<file path="src/scr_pkg.sv">
// shared types and constants for the segment clip block
// no dependencies
`default_nettype none
package scr_pkg;
    localparam int W = 16;
    typedef logic signed [W-1:0] coord_t;
    typedef struct packed {
        coord_t start_x;
        coord_t start_y;
        coord_t end_x;
        coord_t end_y;
    } in_word_t;
    typedef struct packed {
        coord_t clip_x;
        coord_t clip_y;
        logic   end_outside;
    } out_word_t;
    typedef enum logic [1:0] {
        REG_MIN_X = 2'd0,
        REG_MIN_Y = 2'd1,
        REG_MAX_X = 2'd2,
        REG_MAX_Y = 2'd3
    } reg_idx_t;
    typedef enum logic [2:0] {
        S_IDLE,
        S_SETUP,
        S_CHECK,
        S_DIV,
        S_MUL,
        S_DONE
    } back_st_t;
    localparam logic signed [W-1:0] RST_MIN = -16'sd8192;
    localparam logic signed [W-1:0] RST_MAX = 16'sd8192;
endpackage
`default_nettype wire

</file>
<file path="src/scr_front.sv">
// front: takes words, snapshots walls and classifies the end point
// depends on scr_pkg
`default_nettype none
module scr_front (
    input  wire logic             clk,
    input  wire logic             rst_n,
    input  wire scr_pkg::in_word_t in_word,
    input  wire logic             in_valid,
    output logic                  in_stall,
    input  wire scr_pkg::coord_t  min_x,
    input  wire scr_pkg::coord_t  min_y,
    input  wire scr_pkg::coord_t  max_x,
    input  wire scr_pkg::coord_t  max_y,
    output scr_pkg::in_word_t     q_word,
    output logic [4*scr_pkg::W-1:0] q_walls,
    output logic                  q_out,
    output logic                  q_valid,
    input  wire logic             q_stall
);
    import scr_pkg::*;
    // two-entry queue toward the back part
    in_word_t           w_reg [2];
    logic [4*W-1:0]     k_reg [2];
    logic               o_reg [2];
    logic [1:0]         cnt_reg;
    logic               rd_reg, wr_reg;
    logic push, pop, outside;

    assign outside = !(in_word.end_x >= min_x && in_word.end_y >= min_y &&
                       in_word.end_x <= max_x && in_word.end_y <= max_y);
    assign in_stall = (cnt_reg == 2'd2);
    assign push = in_valid && !in_stall;
    assign q_valid = (cnt_reg != 2'd0);
    assign pop = q_valid && !q_stall;
    assign q_word = w_reg[rd_reg];
    assign q_walls = k_reg[rd_reg];
    assign q_out = o_reg[rd_reg];

    always_ff @(posedge clk or negedge rst_n)
    begin
        if (!rst_n)
        begin
            cnt_reg <= '0;
            rd_reg <= 1'b0;
            wr_reg <= 1'b0;
        end
        else
        begin
            cnt_reg <= cnt_reg + {1'b0, push} - {1'b0, pop};
            if (push) wr_reg <= !wr_reg;
            if (pop) rd_reg <= !rd_reg;
        end
    end

    always_ff @(posedge clk)
    begin
        if (push)
        begin
            w_reg[wr_reg] <= in_word;
            k_reg[wr_reg] <= {min_x, min_y, max_x, max_y};
            o_reg[wr_reg] <= outside;
        end
    end

    a_cnt: assert property (@(posedge clk) disable iff (!rst_n) cnt_reg <= 2'd2)
        else $error("queue overflow");
    a_full: assert property (@(posedge clk) disable iff (!rst_n)
        (cnt_reg == 2'd2 && !pop) |=> in_stall) else $error("full lost");
    a_ptr: assert property (@(posedge clk) disable iff (!rst_n)
        (cnt_reg == 2'd0) |-> (rd_reg == wr_reg)) else $error("pointer slip");
endmodule
`default_nettype wire

</file>
<file path="config.mk">
export PLATFORM = sky130hd
export DESIGN_NAME = scr_front
export DESIGN_NICKNAME = d
export VERILOG_FILES = /design/src/scr_pkg.sv /design/src/scr_front.sv
export SDC_FILE = /design/constraint.sdc
export NUM_CORES = 1
export LEC_CHECK = 0
export ABC_CLOCK_PERIOD_IN_PS = 8470
export BUFFER_PORTS_ARGS = -buffer_cell sky130_fd_sc_hd__buf_2
export CORE_MARGIN = 1.5
export CORE_UTILIZATION = 54
export DETAILED_ROUTE_END_ITERATION = 16
export GPL_ROUTABILITY_DRIVEN = 1
export PLACE_DENSITY = 0.9
export SYNTH_ARGS = -nofsm -noshare
export SYNTH_HDL_FRONTEND = slang
export SYNTH_SLANG_ARGS = --single-unit
</file>
<file path="constraint.sdc">
create_clock -name clk -period 8.47 [get_ports clk]
set_clock_uncertainty 0.05 [all_clocks]
set_input_delay 1.2705 -clock clk [delete_from_list [all_inputs] [get_ports clk]]
set_output_delay 1.2705 -clock clk [all_outputs]
set_load 0.05 [all_outputs]
</file>
==> results of run 1 <==
## per-stage QoR
step | std cells | total power [mW] | area [µm²]
final | 1212 | 5.058 | 13540
after global routing | 1211 | 5.237 | 13540
after CTS | 1209 | 5.095 | 13540
after detailed placement | 1162 | 4.007 | 12740
after global placement | 1162 | 3.969 | 12740
after floorplan | 640 | 3.573 | 11110
## how the worst max path moves through the flow
stage                       endpoint  slack [ns]  cells after the start
3_5_place_dp             q_walls[48]        4.60                      3
5_1_grt                   q_word[16]        3.90                      3
6_report                 q_walls[48]        4.02                      3
2_1_floorplan  k_reg[0][0]$_DFFE_PP_        1.08                      2
3_3_place_gp              q_word[33]        4.63                      3
4_1_cts                   q_word[16]        4.01                      3
## critical path, cell delays in order (launching register included)
cell,delay (ns)
dfrtp_4,1.04
buf_4,0.80
mux2_2,0.43
buf_2,0.22
## power by group
part / switching, mW / internal, mW / leakage [nW] / total, mW
combinational: 1.50 / 0.561 / 2.63 / 2.06
sequential: 0.135 / 1.78 / 2.44 / 1.91
clock: 0.457 / 0.626 / 0.379 / 1.08
total: 2.09 / 2.96 / 5.45 / 5.06
## final cells by class
class                      instances  area share
antenna                            3   0.0005543
inverter                          64     0.01774
clock buffer                      41     0.05451
tap                              270     0.02494
clock inverter                     6    0.004250
timing repair buffer             266     0.09904
sequential                       262      0.5797
multi-input combinational        300      0.2192
## cell usage in the layout, fill, tap and decap left out, types with 2 or more instances in the layout
cell type / count
clkinv_1: 3
inv_1: 64
xnor2_1: 3
buf_2: 262
nand2_1: 7
nor2_1: 3
nor4_1: 2
ha_1: 66
nor3_1: 2
nand4_1: 13
dfrtp_1: 3
o211ai_1: 3
nand3_1: 5
clkbuf_1: 13
nand2b_1: 3
o21a_1: 2
mux2_2: 132
diode_2: 3
buf_4: 4
edfxtp_1: 258
a211oi_1: 5
a21o_1: 6
o21ai_0: 6
a21oi_1: 20
nor2b_1: 3
o21bai_1: 2
clkbuf_16: 27
## cells by family (layout without fill, tap and decap cells)
group                    Yosys count  count (layout)  share of synthesized area
other                              0               3                          0
adder cells (fa/ha/maj)           66              66                    0.07433
buffers and inverters             78             377                    0.02748
XOR/XNOR                           4               4                   0.003154
flip-flops                       262             262                     0.7064
AND/OR/NAND/NOR                   46              46                    0.02365
multiplexers                     133             133                     0.1348
AO/OA/AOI/OAI                     51              51                    0.03018
## metal layers
layer | global-route usage | vias to the layer above | wire (µm)
li1 | - | 3024 | -
met1 | 0.2674 | 3144 | 9212
met2 | 0.3569 | 295 | 11530
met3 | 0.04406 | 48 | 1730
met4 | 0.07475 | 0 | 656
met5 | 0 | - | 0
==> out/results.ini, run 1 <==
[grt]
grt_use_total=0.2096
grt_overflow=0
grt_pass1_wl_mm=34.87
antenna_found_initial=3
grt_pass1_vias=6661
grt_max_degree=81

[synth]
synthCells=640
yosysMostFrequentCell=edfxtp_1
synth_top_area_cell=edfxtp_1
ys_seq_area_frac=0.7064
yosys.cell_types.count=39
synthFlopType=edfxtp_1
synth_top_area_frac=0.6974
async_reset_ff_frac=0.01527
syn_avg_cell_area_um2=17.36
yosysWarnings=0
synth-edff-count=258
synthTopCellsByCount=258 x edfxtp_1, 132 x mux2_2, 66 x ha_1
synth_seq_cells=262
synth_area_leaders=edfxtp_1 70%, mux2_2 13%, ha_1 7.4%, inv_1 2.2%, a21oi_1 0.90%
postSynthNetCount=838
syn_area_mm2=0.01111

[min_path]
hold_class=flop to flop
min_path_cells=1
hold_path_end=cnt_reg[1]$_DFF_PN0_
worstHoldStart=cnt_reg[1]$_DFF_PN0_

[drt]
wire_per_inst_um=19.08
dr.pass1.iters=4
drc=0
ant_nets=0
routed_wl_mm=23.13
drt_iter0_markers=370
vias=6511
vias_per_cell=5.372

[floorplanning]
fp.dieArea_mm2=0.02144
die_w_um=146.4
ios=263
rows=52
start_util=0.5490
core_area_mm2=0.02023
die_y_um=146.4

[critical_path]
r2r_cells=5
r2r_end=k_reg[0][16]$_DFFE_PP_
worstPathRequired_ns=7.15
r2r-start=cnt_reg[1]$_DFF_PN0_
rrSetupSlack_ns=5.63
end_kind=primary output
worstPathArrival_ns=3.13
path_max_fanout=69
crit_start=rd_reg$_DFFE_PN0P_
crit_path_start_kind=flop
worstSetupPathType=flop to primary output

[timing]
rsz0062_at_grt=false
maxSlewViolCount=0
setup-violations-final=0
fin_crit_ns=4.454
setup_ws_ns=4.016
worstMarginPinSlew_ns=1.108
final.setup.tns_ns=0
hold_violations=0
period_share=0.5258
fin_hold_ws_ns=0.4611
slew_headroom=0.2611
fmax_ghz=0.2245

[clocking]
cts_resized=0
clock_sink_count=262
clkTransAtPathRegs_ns=0.06
cts-hold-fix-buffers=0
cts_tree=built
clk_latency_ns=0.53
clk_path_buf_depth=3
cts_made_buffers=27
root_buffer=clkbuf_16
postCtsSetupBuffers=0
h-tree-depth=1

[final_layout]
fillCellCount=1363
regArea_mm2=0.007851
multi_input_area_mm2=0.002969
fin_nets=1119
final_util=0.6693
synthToLayoutAreaGrowth_pct=21.91
final_layout_size_suffix_gt1_frac=0.4643

[job]
cap_violations=0

[placement]
dp_hpwl_mm=15.91
portBuffers=262
preCtsSetupSlack_ns=4.600
gp_congestion=0.8082

[power]
p_per_area_mw_per_mm2=373.5
ir_worst_vdd_v=0.0002230
power_leakage_nw=5.449

[status]
status=completed

Power figures use the tool's default switching activity.
==> run 2: changes to the inputs <==
Settings changed: ABC_CLOCK_PERIOD_IN_PS 8470 to 4500.
Clock period 8.47 ns to 4.5 ns, I/O delays scaled along.
==> run 2 against run 1 <==
Net effect: routed wire length grew 1.0%; critical path depth is the same; sequential share of layout area shrank 0.75 points; first-iteration DRC count grew 1.4%; clock power grew 110%; power grew 94%; register-to-register slack lost 3.3 ns; via count shrank 1.0%; core utilization grew 0.87 points; combinational power grew 92%; non-clock buffer count grew 1; sequential power grew 87%; critical endpoint is now q_walls[52]; largest power group unchanged; highest routed layer is now met5.
==> out/results.ini, run 2 (synthesized netlist as in run 1, its figures left out) <==
[critical_path]
crit_chain=buf_4 -> mux2_2 -> buf_2
worstPathRequired_ns=3.77
critPathSlowestCell=dfrtp_4
worstPathArrival_ns=2.57
path_max_fanout=52
cp_slowest_stage_delay_ns=0.90
crit_path_start_kind=flop
crit_buf_inv=2
critical_path_depth=3
crit_family=flip-flops
end_kind=primary output
worstSetupPathType=flop to primary output
r2r_cells=3

[drt]
vias_per_cell=5.310
dr.pass1.iters=4
drt_iter0_markers=375
ant_nets=0
wire_per_inst_um=19.25
drc=0
routed_wl_mm=23.37
vias=6446

[grt]
grt_overflow=0
grt_pass1_vias=6828
grt_pass1_wl_mm=35.65
antenna_found_initial=3
grt_max_degree=130
grt_use_total=0.2151

[power]
ir_worst_vdd_v=0.0006168
power_leakage_nw=5.533
p_per_area_mw_per_mm2=716.0

[timing]
hold_violations=0
worstMarginPinSlew_ns=0.9049
period_share=0.7313
maxSlewViolCount=0
setup-violations-final=0
fmax_ghz=0.3039
final.setup.tns_ns=0
rsz0062_at_grt=false
fin_crit_ns=3.291
slew_headroom=0.3967

[job]
cap_violations=0

[floorplanning]
start_util=0.5490
ios=263
die_y_um=146.4
die_w_um=146.4
rows=52
fp.dieArea_mm2=0.02144
core_area_mm2=0.02023

[placement]
dp_hpwl_mm=16.08
portBuffers=262
gp_congestion=0.8136

[clocking]
root_buffer=clkbuf_16
clk_latency_ns=0.51
cts_tree=built
h-tree-depth=1
clkTransAtPathRegs_ns=0.07
clk_path_buf_depth=3
cts_made_buffers=26
clock_sink_count=262

[status]
status=completed

[final_layout]
final_util=0.6780
fillCellCount=1380
layout_commonest_cell=buf_2
final_layout_size_suffix_gt1_frac=0.4708
fin_nets=1119
regArea_mm2=0.007851
multi_input_area_mm2=0.002969
synthToLayoutAreaGrowth_pct=23.49
final_cell_mix=262 x buf_2, 258 x edfxtp_1, 132 x mux2_2

[min_path]
hold_class=primary input to flop
min_path_cells=1

==> run 2: cell types whose count changed in the layout (fill, tap and decap cells not counted), sizes merged <==
cell,change
bufinv,+5
dlygate4sd3,+1
clkinv,+7
clkbuf,-10
inv,-1
==> run 2: path summary, 6_finish.rpt <==
path,slack (ns),end,from
max,1.21,q_walls[52],rd_reg$_DFFE_PN0P_
min,0.29,w_reg[1][55]$_DFFE_PP_,in_word[55]
max reg2reg,2.31,k_reg[1][17]$_DFFE_PP_,cnt_reg[0]$_DFF_PN0_
min reg2reg,0.44,cnt_reg[1]$_DFF_PN0_,cnt_reg[1]$_DFF_PN0_
max in group asynchronous,3.81,rd_reg$_DFFE_PN0P_,rst_n
min in group asynchronous,0.46,cnt_reg[0]$_DFF_PN0_,rst_n
==> run 2: routing by layer <==
metal,track usage,wire length [µm],vias up,part of all wire
met3,0.05063,1555,57,0.067
met5,0,14,-,0.00060
li1,-,-,3019,-
met2,0.3694,11890,232,0.51
met4,0.07879,689,2,0.029
met1,0.2669,9221,3136,0.39
==> run 2: timing repair <==
action                    CTS  global route
setup buffers               0             0
resized for setup           0             0
hold endpoints to repair    4             0
hold buffers                1             0
==> run 2: layout make-up <==
type	instances	share of cell area
flip-flops and latches	262	0.5723
multi-input cells	300	0.2164
repair buffers	267	0.1012
clock buffers	31	0.05034
well taps	270	0.02462
inverters	64	0.01751
clock inverters	17	0.01705
diodes	3	0.0005472
==> run 2: worst reg2reg max path, stage by stage (launching register included) <==
cell	delay (ns)
dfrtp_1	0.36
nand2b_1	0.15
and3_4	0.77
buf_12	0.44
==> run 2: per-stage QoR <==
stage               hold WS (ns)  instances  power, mW  setup WS, ns  cell area (µm²)
finish                    0.2900       1214      9.823         1.209            13720
CTS                       0.2664       1211      9.894         1.189            13710
global route              0.2664       1213      10.17         1.074            13720
detailed placement        0.4299       1162      7.568         1.753            12780
floorplan                 0.3294        640      6.684        0.2666            11120
global placement          0.4310       1162      7.498         1.804            12780
==> run 2: power by group <==
| part | switching, mW | leakage, nW | internal, mW | total (mW) |
|---|---|---|---|---|
| combinational | 2.86 | 2.65 | 1.08 | 3.95 |
| clock | 0.871 | 0.448 | 1.44 | 2.31 |
| sequential | 0.230 | 2.44 | 3.34 | 3.57 |
| total | 3.96 | 5.53 | 5.86 | 9.82 |
==> run 3: changes to the inputs <==
Settings changed: ABC_CLOCK_PERIOD_IN_PS 4500 to 3000, CORE_UTILIZATION 54 to 49, PLACE_DENSITY 0.9 to 0.87.
Clock period 4.5 ns to 3 ns, I/O delays scaled along.
==> run 3 against run 2 <==
Net effect: worst hold slack got worse by 0.23 ns; core utilization fell by 5.6 points; routed wire length fell by 0.22%; register-to-register slack got worse by 1.2 ns; sequential power rose by 47%; largest power group unchanged; final area barely moved.
==> out/results.ini, run 3 (synthesized netlist as in run 1, its figures left out) <==
[final_layout]
final_cell_mix=262 x buf_2, 258 x edfxtp_1, 132 x mux2_2
synthToLayoutAreaGrowth_pct=23.40
layout_commonest_cell=buf_2
final_layout_size_suffix_gt1_frac=0.4763
fin_nets=1128
fillCellCount=1618

[grt]
use_met3=0.04369
grt_overflow=0
antenna_found_initial=4
globalRouteMet1Util=0.2487
grtUsageMet2=0.3275
grt_max_degree=71
grt_use_total=0.1953
grt_pass1_vias=6728
grt_pass1_wl_mm=35.67
busiest_layer=met2

[timing]
slew_headroom=0.6742
setup-violations-final=0
hold_violations=0
fmax_ghz=0.3679
maxSlewViolCount=0
final.setup.tns_ns=0
worstMarginPinSlew_ns=0.4875
fin_crit_ns=2.718
rsz0062_at_grt=false
setup_ws_ns=0.2819
period_share=0.9060

[power]
ir_worst_vdd_v=0.0007886
p_per_area_mw_per_mm2=1055
power_leakage_nw=5.541

[drt]
routed_wl_mm=23.32
drt_iter0_markers=315
vias_per_cell=5.257
ant_nets=0
dr.pass1.iters=4
vias=6482
drc=0
wire_per_inst_um=18.91

[min_path]
worstHoldStart=in_word[63]
min_path_cells=1
hold_class=primary input to flop
hold_path_end=w_reg[1][63]$_DFFE_PP_

[critical_path]
r2r_cells=3
path_max_fanout=30
worstSetupPathType=flop to primary output
end_kind=primary output
r2r_end=w_reg[1][57]$_DFFE_PP_
r2r-start=cnt_reg[1]$_DFF_PN0_
worstPathArrival_ns=2.22
rrSetupSlack_ns=1.11
crit_path_start_kind=flop
worstPathRequired_ns=2.50

[status]
status=completed

[floorplanning]
die_w_um=153.6
die_y_um=153.6
rows=54
core_area_mm2=0.02203
start_util=0.5044
fp.dieArea_mm2=0.02359
ios=263

[placement]
portBuffers=262
dp_hpwl_mm=16.47
gp_congestion=0.8053
preCtsSetupSlack_ns=0.4185

[clocking]
clk_path_buf_depth=3
clk_latency_ns=0.52
cts_resized=0
h-tree-depth=1
root_buffer=clkbuf_16
clock_sink_count=262
cts_tree=built
cts-hold-fix-buffers=1
postCtsSetupBuffers=0
cts_made_buffers=28
clkTransAtPathRegs_ns=0.06

[job]
cap_violations=0

[run 3: cell types whose count changed in the layout (fill, tap and decap cells not counted), moves of 2 or more]
| cell | previous run | this run |
|---|---|---|
| buf_4 | 1 | 6 |
| clkbuf_16 | 27 | 29 |
| bufinv_16 | 6 | 0 |
| clkinv_2 | 3 | 9 |
| buf_12 | 3 | 5 |
[run 3: per-stage QoR]
step / power, mW / utilization / hold slack [ns] / cell area, µm² / cells
global route: 15.04 / 0.6224 / 0.04044 / 13710 / 1233
global placement: 11.37 / 0.5843 / 0.2109 / 12870 / 1179
CTS: 14.60 / 0.6220 / 0.04019 / 13700 / 1229
floorplan: 9.993 / - / 0.1044 / 11120 / 640
detailed placement: 11.49 / 0.5843 / 0.2087 / 12870 / 1179
finish: 14.46 / 0.6224 / 0.06181 / 13710 / 1233
[run 3: area by class of cell]
cell class / instances / area (µm²) / area share
clock inverter: 15 / 75.07 / 0.005476
tap: 280 / 350.3 / 0.02555
clock buffer: 34 / 744.5 / 0.05430
inverter: 64 / 240.2 / 0.01752
multi-input combinational: 300 / 2972 / 0.2168
sequential: 262 / 7851 / 0.5727
timing repair buffer: 274 / 1466 / 0.1070
antenna: 4 / 10.01 / 0.0007301
[run 3: report_power, final]
part	total (mW)	switching [mW]	internal [mW]	leakage (nW)
Combinational	6.13	4.43	1.69	2.69
Clock	3.07	1.32	1.75	0.412
Sequential	5.26	0.262	5.00	2.44
[run 3: worst max-delay path, cell delays in order, from the launching register on]
cell     delay [ns]
dfrtp_4        0.72
buf_4          0.36
mux2_2         0.39
buf_2          0.22
[run 3: layer usage]
metal / vias to the layer above / share of wire
li1: 3043 / -
met1: 3140 / 0.42
met2: 247 / 0.49
met3: 52 / 0.062
met4: 0 / 0.033
met5: - / 0
[run 3: worst max path at each step]
stage                                    start               endpoint  slack [ns]  cells after the start
after global routing        rd_reg$_DFFE_PN0P_             q_walls[5]        0.17                      3
after global placement               min_x[15]     o_reg[1]$_DFFE_PP_        0.44                      9
after detailed placement             min_x[15]     o_reg[0]$_DFFE_PP_        0.42                      9
final                       rd_reg$_DFFE_PN0P_            q_walls[37]        0.28                      3
after CTS                   rd_reg$_DFFE_PN0P_            q_walls[37]        0.24                      3
after floorplan           cnt_reg[1]$_DFF_PN0_  k_reg[0][0]$_DFFE_PP_        0.02                      3
